<file path="src/hw/rtl/eib_pkg.sv">
package eib_pkg;

	localparam int CODE_W = 15;

	// "JFK" packed base 26 with A = 0
	localparam logic [CODE_W-1:0] RESET_START = 15'd6224;

	typedef enum logic [6:0] {
		S_IDLE   = 7'b0000001,
		S_INIT   = 7'b0000010,
		S_SCAN   = 7'b0000100,
		S_DECIDE = 7'b0001000,
		S_POPLD  = 7'b0010000,
		S_OUTRD  = 7'b0100000,
		S_OUTLD  = 7'b1000000
	} state_t;

	typedef struct packed {
		logic load;
		logic init;
		logic scan_clr;
		logic scan_run;
		logic push;
		logic pop;
		logic pop_load;
		logic out_rd;
		logic out_ld;
		logic done;
	} cmd_t;

	typedef struct packed {
		logic scan_done;
		logic found;
		logic stack_room;
		logic depth_one;
		logic route_last;
		logic out_busy;
	} sts_t;

endpackage

</file>
<file path="src/hw/rtl/eib_ctrl.sv">
module eib_ctrl (
	input  logic          clk,
	input  logic          arst_n,
	input  logic          in_valid,
	input  logic          last_ticket,
	output logic          in_ready,
	input  eib_pkg::sts_t sts,
	output eib_pkg::cmd_t cmd
);

	eib_pkg::state_t state_q, state_nxt;
	logic            accept;

	assign in_ready = (state_q == eib_pkg::S_IDLE);
	assign accept   = in_valid && in_ready;

	always_comb begin
		state_nxt = state_q;
		cmd       = '0;
		case (state_q)
			eib_pkg::S_IDLE: begin
				cmd.load = accept;
				if (accept && last_ticket) begin
					state_nxt = eib_pkg::S_INIT;
				end
			end
			eib_pkg::S_INIT: begin
				cmd.init     = 1'b1;
				cmd.scan_clr = 1'b1;
				state_nxt    = eib_pkg::S_SCAN;
			end
			eib_pkg::S_SCAN: begin
				cmd.scan_run = 1'b1;
				if (sts.scan_done) begin
					state_nxt = eib_pkg::S_DECIDE;
				end
			end
			eib_pkg::S_DECIDE: begin
				if (sts.found && sts.stack_room) begin
					cmd.push     = 1'b1;
					cmd.scan_clr = 1'b1;
					state_nxt    = eib_pkg::S_SCAN;
				end else begin
					// dead end: pop the top onto the route
					cmd.pop = 1'b1;
					if (sts.depth_one) begin
						state_nxt = eib_pkg::S_OUTRD;
					end else begin
						state_nxt = eib_pkg::S_POPLD;
					end
				end
			end
			eib_pkg::S_POPLD: begin
				cmd.pop_load = 1'b1;
				cmd.scan_clr = 1'b1;
				state_nxt    = eib_pkg::S_SCAN;
			end
			eib_pkg::S_OUTRD: begin
				if (!sts.out_busy) begin
					cmd.out_rd = 1'b1;
					state_nxt  = eib_pkg::S_OUTLD;
				end
			end
			eib_pkg::S_OUTLD: begin
				cmd.out_ld = 1'b1;
				if (sts.route_last) begin
					cmd.done  = 1'b1;
					state_nxt = eib_pkg::S_IDLE;
				end else begin
					state_nxt = eib_pkg::S_OUTRD;
				end
			end
			default: begin
				state_nxt = eib_pkg::S_IDLE;
			end
		endcase
	end

	always_ff @(posedge clk or negedge arst_n) begin
		if (!arst_n) begin
			state_q <= eib_pkg::S_IDLE;
		end else begin
			state_q <= state_nxt;
		end
	end

endmodule

</file>
<file path="src/hw/rtl/eib_datapath.sv">
module eib_datapath #(
	parameter int TICKET_SLOTS = 63
) (
	input  logic                       clk,
	input  logic                       arst_n,
	input  logic                       cfg_we,
	input  logic [eib_pkg::CODE_W-1:0] cfg_wdata,
	input  logic [eib_pkg::CODE_W-1:0] from_airport,
	input  logic [eib_pkg::CODE_W-1:0] to_airport,
	input  eib_pkg::cmd_t              cmd,
	output eib_pkg::sts_t              sts,
	output logic [eib_pkg::CODE_W-1:0] airport,
	output logic                       last_stop,
	output logic                       out_valid,
	input  logic                       out_ready
);

	localparam int CW     = eib_pkg::CODE_W;
	localparam int IDX_W  = (TICKET_SLOTS > 1) ? $clog2(TICKET_SLOTS) : 1;
	localparam int CNT_W  = $clog2(TICKET_SLOTS + 1);
	localparam int SIDX_W = $clog2(TICKET_SLOTS + 1);
	localparam int DEP_W  = $clog2(TICKET_SLOTS + 2);
	localparam logic [CNT_W-1:0] MAX_CNT     = CNT_W'(TICKET_SLOTS);
	localparam logic [DEP_W-1:0] ROUTE_DEPTH = DEP_W'(TICKET_SLOTS + 1);

	// ticket table: source in the upper half, destination in the lower
	logic [2*CW-1:0]         ticket_mem [TICKET_SLOTS];
	logic [CW-1:0]           stack_mem  [TICKET_SLOTS+1];
	logic [CW-1:0]           route_mem  [TICKET_SLOTS+1];

	logic [TICKET_SLOTS-1:0] used_q;
	logic [CNT_W-1:0]        count_q;
	logic [CW-1:0]           start_q;
	logic [CW-1:0]           top_q;
	logic [DEP_W-1:0]        depth_q;
	logic [DEP_W-1:0]        rlen_q;
	logic [SIDX_W-1:0]       ptr_q;

	logic [CNT_W-1:0]        scan_idx_q;
	logic                    rd_vld_s1;
	logic [IDX_W-1:0]        rd_idx_s1;
	logic [2*CW-1:0]         tk_rd_s1;
	logic                    found_q;
	logic [IDX_W-1:0]        best_idx_q;
	logic [CW-1:0]           best_dest_q;
	logic [CW-1:0]           stack_rd_q;
	logic [CW-1:0]           route_rd_q;
	logic                    out_valid_q;

	logic                    issue;
	logic                    hit;
	logic                    take_load;
	logic [CW-1:0]           rd_src;
	logic [CW-1:0]           rd_dst;

	assign take_load = cmd.load && (count_q < MAX_CNT);
	assign issue     = cmd.scan_run && (scan_idx_q < count_q);
	assign rd_src    = tk_rd_s1[2*CW-1:CW];
	assign rd_dst    = tk_rd_s1[CW-1:0];
	assign hit       = rd_vld_s1 && !used_q[rd_idx_s1] && (rd_src == top_q);

	assign sts.scan_done  = (scan_idx_q >= count_q) && !rd_vld_s1;
	assign sts.found      = found_q;
	assign sts.stack_room = (depth_q < ROUTE_DEPTH);
	assign sts.depth_one  = (depth_q == DEP_W'(1));
	assign sts.route_last = (ptr_q == '0);
	assign sts.out_busy   = out_valid_q;

	assign out_valid = out_valid_q;

	always_ff @(posedge clk) begin
		if (take_load) begin
			ticket_mem[count_q[IDX_W-1:0]] <= {from_airport, to_airport};
		end
		if (issue) begin
			tk_rd_s1 <= ticket_mem[scan_idx_q[IDX_W-1:0]];
		end
	end

	always_ff @(posedge clk) begin
		if (cmd.init) begin
			stack_mem[0] <= start_q;
		end else if (cmd.push) begin
			stack_mem[depth_q[SIDX_W-1:0]] <= best_dest_q;
		end
		if (cmd.pop && (depth_q > DEP_W'(1))) begin
			stack_rd_q <= stack_mem[SIDX_W'(depth_q - DEP_W'(2))];
		end
	end

	always_ff @(posedge clk) begin
		if (cmd.pop && (rlen_q < ROUTE_DEPTH)) begin
			route_mem[rlen_q[SIDX_W-1:0]] <= top_q;
		end
		if (cmd.out_rd) begin
			route_rd_q <= route_mem[ptr_q];
		end
	end

	always_ff @(posedge clk) begin
		rd_idx_s1 <= scan_idx_q[IDX_W-1:0];
		if (hit && (!found_q || (rd_dst < best_dest_q))) begin
			best_idx_q  <= rd_idx_s1;
			best_dest_q <= rd_dst;
		end
		if (cmd.init) begin
			top_q <= start_q;
		end else if (cmd.push) begin
			top_q <= best_dest_q;
		end else if (cmd.pop_load) begin
			top_q <= stack_rd_q;
		end
		if (cmd.out_ld) begin
			airport   <= route_rd_q;
			last_stop <= (ptr_q == '0);
		end
	end

	always_ff @(posedge clk or negedge arst_n) begin
		if (!arst_n) begin
			start_q     <= eib_pkg::RESET_START;
			used_q      <= '0;
			count_q     <= '0;
			depth_q     <= '0;
			rlen_q      <= '0;
			ptr_q       <= '0;
			scan_idx_q  <= '0;
			rd_vld_s1   <= 1'b0;
			found_q     <= 1'b0;
			out_valid_q <= 1'b0;
		end else begin
			if (cfg_we) begin
				start_q <= cfg_wdata;
			end

			if (cmd.load) begin
				if (take_load) begin
					// a new load clears every used mark, later tickets only their own
					if (count_q == '0) begin
						used_q <= '0;
					end else begin
						used_q[count_q[IDX_W-1:0]] <= 1'b0;
					end
					count_q <= count_q + CNT_W'(1);
				end
			end else if (cmd.push) begin
				used_q[best_idx_q] <= 1'b1;
			end
			if (cmd.done) begin
				count_q <= '0;
			end

			rd_vld_s1 <= issue;
			if (cmd.scan_clr) begin
				scan_idx_q <= '0;
				found_q    <= 1'b0;
			end else begin
				if (issue) begin
					scan_idx_q <= scan_idx_q + CNT_W'(1);
				end
				if (hit) begin
					found_q <= 1'b1;
				end
			end

			if (cmd.init) begin
				depth_q <= DEP_W'(1);
				rlen_q  <= '0;
			end else if (cmd.push) begin
				depth_q <= depth_q + DEP_W'(1);
			end else if (cmd.pop) begin
				depth_q <= depth_q - DEP_W'(1);
				if (rlen_q < ROUTE_DEPTH) begin
					rlen_q <= rlen_q + DEP_W'(1);
					ptr_q  <= rlen_q[SIDX_W-1:0];
				end
			end else if (cmd.out_ld && (ptr_q != '0)) begin
				ptr_q <= ptr_q - SIDX_W'(1);
			end

			// hold the result until the transfer, then free the slot
			if (cmd.out_ld) begin
				out_valid_q <= 1'b1;
			end else if (out_valid_q && out_ready) begin
				out_valid_q <= 1'b0;
			end
		end
	end

	a_depth_bound: assert property (@(posedge clk) disable iff (!arst_n)
		depth_q <= ROUTE_DEPTH)
		else $error("walk stack depth beyond its store");

	a_no_overwrite: assert property (@(posedge clk) disable iff (!arst_n)
		cmd.out_ld |-> !out_valid_q)
		else $error("pending result overwritten");

	a_push_legal: assert property (@(posedge clk) disable iff (!arst_n)
		cmd.push |-> (found_q && depth_q < ROUTE_DEPTH))
		else $error("push without an unused ticket or stack room");

	a_route_nonempty: assert property (@(posedge clk) disable iff (!arst_n)
		cmd.out_rd |-> (rlen_q != '0))
		else $error("route read with no stop stored");

	a_used_after_push: assert property (@(posedge clk) disable iff (!arst_n)
		cmd.push |=> used_q[$past(best_idx_q)])
		else $error("ticket not marked used after push");

endmodule

</file>
<file path="src/hw/rtl/eulerian_itinerary_builder.sv">
// Eulerian itinerary builder. Tickets arrive one per transfer on the input
// channel and are taken while the block is idle; tickets beyond TICKET_SLOTS
// are dropped. The ticket marked last_ticket starts a Hierholzer walk from
// start_airport (reset "JFK"), always taking the smallest unused destination,
// and the route is then sent on the output channel in travel order with
// last_stop set on the final airport. The walk is a loop over push and pop
// steps; each push and every pop but the last is followed by a scan of the
// ticket table through its single read port, one entry a cycle. With n stored
// tickets there are 2n + 1 steps. No new ticket is taken until the final
// airport of the route sits in the output register. start_airport is written
// through cfg_we / cfg_wdata while the block is idle; the user is bound to
// this, and the block itself does not enforce it.
module eulerian_itinerary_builder #(
	parameter int TICKET_SLOTS = 63
) (
	input  logic                       clk,
	input  logic                       arst_n,
	input  logic                       cfg_we,
	input  logic [eib_pkg::CODE_W-1:0] cfg_wdata,
	input  logic                       in_valid,
	output logic                       in_ready,
	input  logic [eib_pkg::CODE_W-1:0] from_airport,
	input  logic [eib_pkg::CODE_W-1:0] to_airport,
	input  logic                       last_ticket,
	output logic                       out_valid,
	input  logic                       out_ready,
	output logic [eib_pkg::CODE_W-1:0] airport,
	output logic                       last_stop
);

	eib_pkg::cmd_t cmd;
	eib_pkg::sts_t sts;

	eib_ctrl u_ctrl (
		.clk         (clk),
		.arst_n      (arst_n),
		.in_valid    (in_valid),
		.last_ticket (last_ticket),
		.in_ready    (in_ready),
		.sts         (sts),
		.cmd         (cmd)
	);

	eib_datapath #(
		.TICKET_SLOTS (TICKET_SLOTS)
	) u_datapath (
		.clk          (clk),
		.arst_n       (arst_n),
		.cfg_we       (cfg_we),
		.cfg_wdata    (cfg_wdata),
		.from_airport (from_airport),
		.to_airport   (to_airport),
		.cmd          (cmd),
		.sts          (sts),
		.airport      (airport),
		.last_stop    (last_stop),
		.out_valid    (out_valid),
		.out_ready    (out_ready)
	);

endmodule
</file>
<file path="config.mk">
export PLATFORM = sky130hd
export DESIGN_NAME = eulerian_itinerary_builder
export DESIGN_NICKNAME = d
export VERILOG_FILES = /design/src/hw/rtl/eib_pkg.sv /design/src/hw/rtl/eib_ctrl.sv /design/src/hw/rtl/eib_datapath.sv /design/src/hw/rtl/eulerian_itinerary_builder.sv
export SDC_FILE = /design/constraint.sdc
export NUM_CORES = 2
export LEC_CHECK = 0
export BUFFER_PORTS_ARGS = -buffer_cell sky130_fd_sc_hd__buf_4
export CAP_MARGIN = 30
export CELL_PAD_IN_SITES_DETAIL_PLACEMENT = 1
export CELL_PAD_IN_SITES_GLOBAL_PLACEMENT = 1
export CORE_ASPECT_RATIO = 0.5
export CORE_MARGIN = 2
export CORE_UTILIZATION = 35
export CTS_CLUSTER_SIZE = 20
export DETAILED_ROUTE_END_ITERATION = 12
export PLACE_DENSITY_LB_ADDON = 0.15
export REMOVE_ABC_BUFFERS = 1
export SETUP_SLACK_MARGIN = 0.1
export SLEW_MARGIN = 20
export SYNTH_ARGS = -nofsm -noshare
export SYNTH_HDL_FRONTEND = slang
export SYNTH_SLANG_ARGS = --single-unit
</file>
<file path="constraint.sdc">
create_clock -name clk -period 4.55 [get_ports clk]
set_clock_uncertainty 0.1 [all_clocks]
set_input_delay 0.91 -clock clk [delete_from_list [all_inputs] [get_ports clk]]
set_output_delay 0.91 -clock clk [all_outputs]
set_load 0.02 [all_outputs]
</file>
==> results.md <==
* Status: finished, final reports clean
* GRT Overall Usage at 18.8%
* Maximum VDD drop at approximately 0.00028 V
* Worst Setup End Kind: flop
* Asr flop ratio synth at 2.96%
* Number of synthesized flops with an enable pin at approximately 3900
* CP Cell Sequence: buf_4 -> nor3_4 -> xor2_4 -> buf_4 -> mux4_2 -> a211oi_1 -> a31oi_1
* Clock slew at the register clock pins of the worst setup and hold paths at ~0.070 ns
* Die Y at approximately 480 µm
* Reg2reg path depth at 7
* Worst Path Max Fanout at 12
* DPL Wire Length at 251000 µm
* Cell area power density at ~520 mW/mm²
* Largest net degree at the start of global routing at 97
* Worst Max-Slew Pin Slew at 0.992 ns
* Global placement routability congestion at 0.763
* RSZ-0062 raised after global routing: no
* Worst hold start: cfg_wdata[7]
* Vias in the first global route at approximately 77000
* Worst min path class: primary input to flop
* Max Freq at 264 MHz
* Final setup fails at 0
* Most common cell after layout, fill and taps aside: edfxtp_1
* H-tree depth at 5
* Sum of negative setup slack at 0 ns
* Fin. Hold Viols at 0
* Layout cells sized above 1 at between 30% and 40%
* Leakage at ~55 nW
* Sequential Area at between 0.1 and 0.15 mm²
* Placed Instances at 13005
* CP startpoint kind: flop
* Post-cts resize count at 0
* Max-Cap Viols at 0
* Most used flip-flop cell after synthesis: edfxtp_1
* Most Frequent Cell on Critical Path: buf_4
* Mapped Avg Cell Area at 22.7 µm²
* Total grt overflow at 0
* Max incr delay on CP at between 0.8 and 0.9 ns
* First-pass GRT wire length at 614000 µm
* Seq/Total Area, Yosys at 77.3%
* Crit-path leading delay family: compound AO/OA/AOI/OAI gates
* Reg2Reg Setup Slack at 0.76 ns
* Min cycle time layout at 3.79 ns
* Inserted Clock Buffers at 387
* Hold EP: u_datapath.start_q[7]
* Mapped Area at roughly 0.16 mm²
* CP arrival at 4.33 ns
* Initial antenna violation count at 40
* R2r endpoint: u_datapath.stack_rd_q[14]
* Final WL at 431000 µm
* Clock root buffer: clkbuf_16
* Synth cell types at 73
* Routed Antenna Nets at 0
* Detailed Route Iter0 Violations at 7543
* Clk_lat worst skew at 0.96 ns
* Tcrit/Tclk final at 83.2%
* Via density at 5.38
* DRC at 0
* Cells after synthesis at 6887
* Core area at around 0.44 mm²
* DIE AREA at 0.453 mm²
* Hold Path Depth at 2
* Area of the multi-input gates at 0.0346 mm²
* Max-slew headroom at 33.4%
* Via count at 73797
* Yosys reg bits at 4048
* Port-buffer cells at slightly below 70
* Worst r2r src: u_datapath.depth_q[2]
* 1st-pass router iterations at 5
* Avg WL per Cell at 31.4 µm
* Worst Setup Path Type: flop to flop
* Required time of the critical path at between 5 and 6 ns
* Pwr Total at ~94 mW
* CTS sink cnt at 4048
* Std-Cell Rows at between 150 and 200
* Max-slew violation count at 0
* Slowest stage cell, crit path: a211oi_1
* Nets@finish at 7528
* Post-Layout Cell Count at 13708
* Initial Util at 35.2%
* Area Growth Syn to Fin at 15.3%
* Fill count at 41384
* Die Wd at 949 µm
* I/O pin count at 69
* Synth warnings at 0
* Most frequent cells in the layout: edfxtp_1 (3922), mux4_2 (1150), buf_4 (464), clkbuf_16 (395), nand2_1 (241)
* CP bufs+invs at 2
* CTS tree: done
* Max clock buf depth at 4
[metal layers]
| layer | vias up | GRT usage, % | routed length [µm] | share of wire, % |
|---|---|---|---|---|
| met5 | - | 0 | 0 | 0 |
| met4 | 0 | 3.65 | 8130 | 1.9 |
| met1 | 41216 | 28.2 | 199000 | 46 |
| met2 | 1800 | 29.8 | 203000 | 47 |
| met3 | 481 | 2.50 | 20100 | 4.7 |
| li1 | 30300 | - | - | - |
[through the flow]
stage          cell area (µm²)  hold WS, ns  worst slack [ns]  util, %
2_1_floorplan           155000        0.300            -15.69        -
3_3_place_gp            168000        0.308             0.621     37.8
3_5_place_dp            168000        0.311             0.761     37.8
4_1_cts                 180000       0.0254             0.695     40.6
5_1_grt                 180000       0.0541             0.629     40.6
6_report                180000        0.115             0.764     40.6
[kinds of logic after synthesis]
group | Yosys count | share of synthesized area (%)
DFF | 4048 | 77.3
and+or+nand+nor | 686 | 1.98
AOI/OAI and AO/OA | 376 | 1.61
adders and majority gates | 31 | 0.248
xor gates and xnor gates | 38 | 0.218
buffers and inverters | 414 | 1.15
muxes | 1294 | 17.5
[registers in the layout (all words and copies together), names as in the netlist, 6 cells and up]
register                flops
u_ctrl.state_q              7
u_datapath.airport         15
u_datapath.best_dest_q     15
u_datapath.best_idx_q       6
u_datapath.count_q          6
u_datapath.depth_q          7
u_datapath.ptr_q            6
u_datapath.rd_idx_s1        6
u_datapath.rlen_q           7
u_datapath.route_mem      960
u_datapath.route_rd_q      15
u_datapath.scan_idx_q       6
u_datapath.stack_mem      960
u_datapath.stack_rd_q      15
u_datapath.start_q         15
u_datapath.ticket_mem    1890
u_datapath.tk_rd_s1        30
u_datapath.top_q           15
u_datapath.used_q          63
[synth_stat cells, types with 4 or more instances]
master	count	area, µm²
buf_1	37	139
nand3b_1	7	52.6
mux2i_1	110	1100
xnor2_1	26	228
o21ai_0	81	405
buf_4	21	158
inv_1	38	143
a21o_1	7	52.6
a22oi_1	18	135
buf_2	115	576
nor3b_1	7	52.6
ha_1	31	388
a211oi_1	92	691
nor2b_1	41	257
nor3_1	15	75.1
nand2b_1	7	43.8
o22ai_1	16	100
nand3_1	34	170
and2_1	24	150
mux4_2	1150	25900
or2_2	4	25.0
or3_1	7	43.8
nor2_1	249	935
mux2_2	34	383
edfxtp_1	3922	118000
dfrtp_1	115	2880
dfstp_2	5	131
xor2_1	11	96.3
dfxtp_1	6	120
nand4b_1	6	52.6
a21oi_1	58	290
and3_1	8	50.1
clkbuf_1	197	739
nand4_1	18	113
o2bb2ai_1	49	429
a31oi_1	25	156
nand2_1	241	905
[where the power goes]
part	internal, mW	total (mW)	switching [mW]
Clock	17.7	31.9	14.2
Combinational	9.01	19.6	10.6
Sequential	41.9	42.6	0.611
[worst max-delay path by stage]
| stage | startpoint | to | cells past startpoint |
|---|---|---|---|
| after global routing | u_datapath.depth_q[2] | u_datapath.stack_rd_q[14] | 7 |
| after CTS | u_ctrl.state_q[1] | in_ready | 3 |
| after global placement | u_datapath.depth_q[0] | u_datapath.stack_rd_q[12] | 6 |
| final | u_datapath.depth_q[2] | u_datapath.stack_rd_q[14] | 7 |
| after detailed placement | u_datapath.depth_q[2] | u_datapath.stack_rd_q[14] | 7 |
| after floorplan | u_datapath.scan_idx_q[0] | u_datapath.tk_rd_s1[9] | 6 |
[area by class of cell]
class | count | share of cell area, %
flip-flops and latches | 4048 | 67.1
multi-input cells | 2425 | 19.2
clock buffers | 483 | 5.69
well taps | 5950 | 4.13
repair buffers | 543 | 2.80
clock inverters | 208 | 1.03
inverters | 41 | 0.0853
diodes | 10 | 0.0139
[repair_timing]
action                     4_1_cts  5_1_grt
setup endpoints to repair        0        0
buffers inserted                 0        0
hold endpoints to repair        69        0
hold buffers                     1        0
Note: power is estimated with default switching activity, not from simulation.
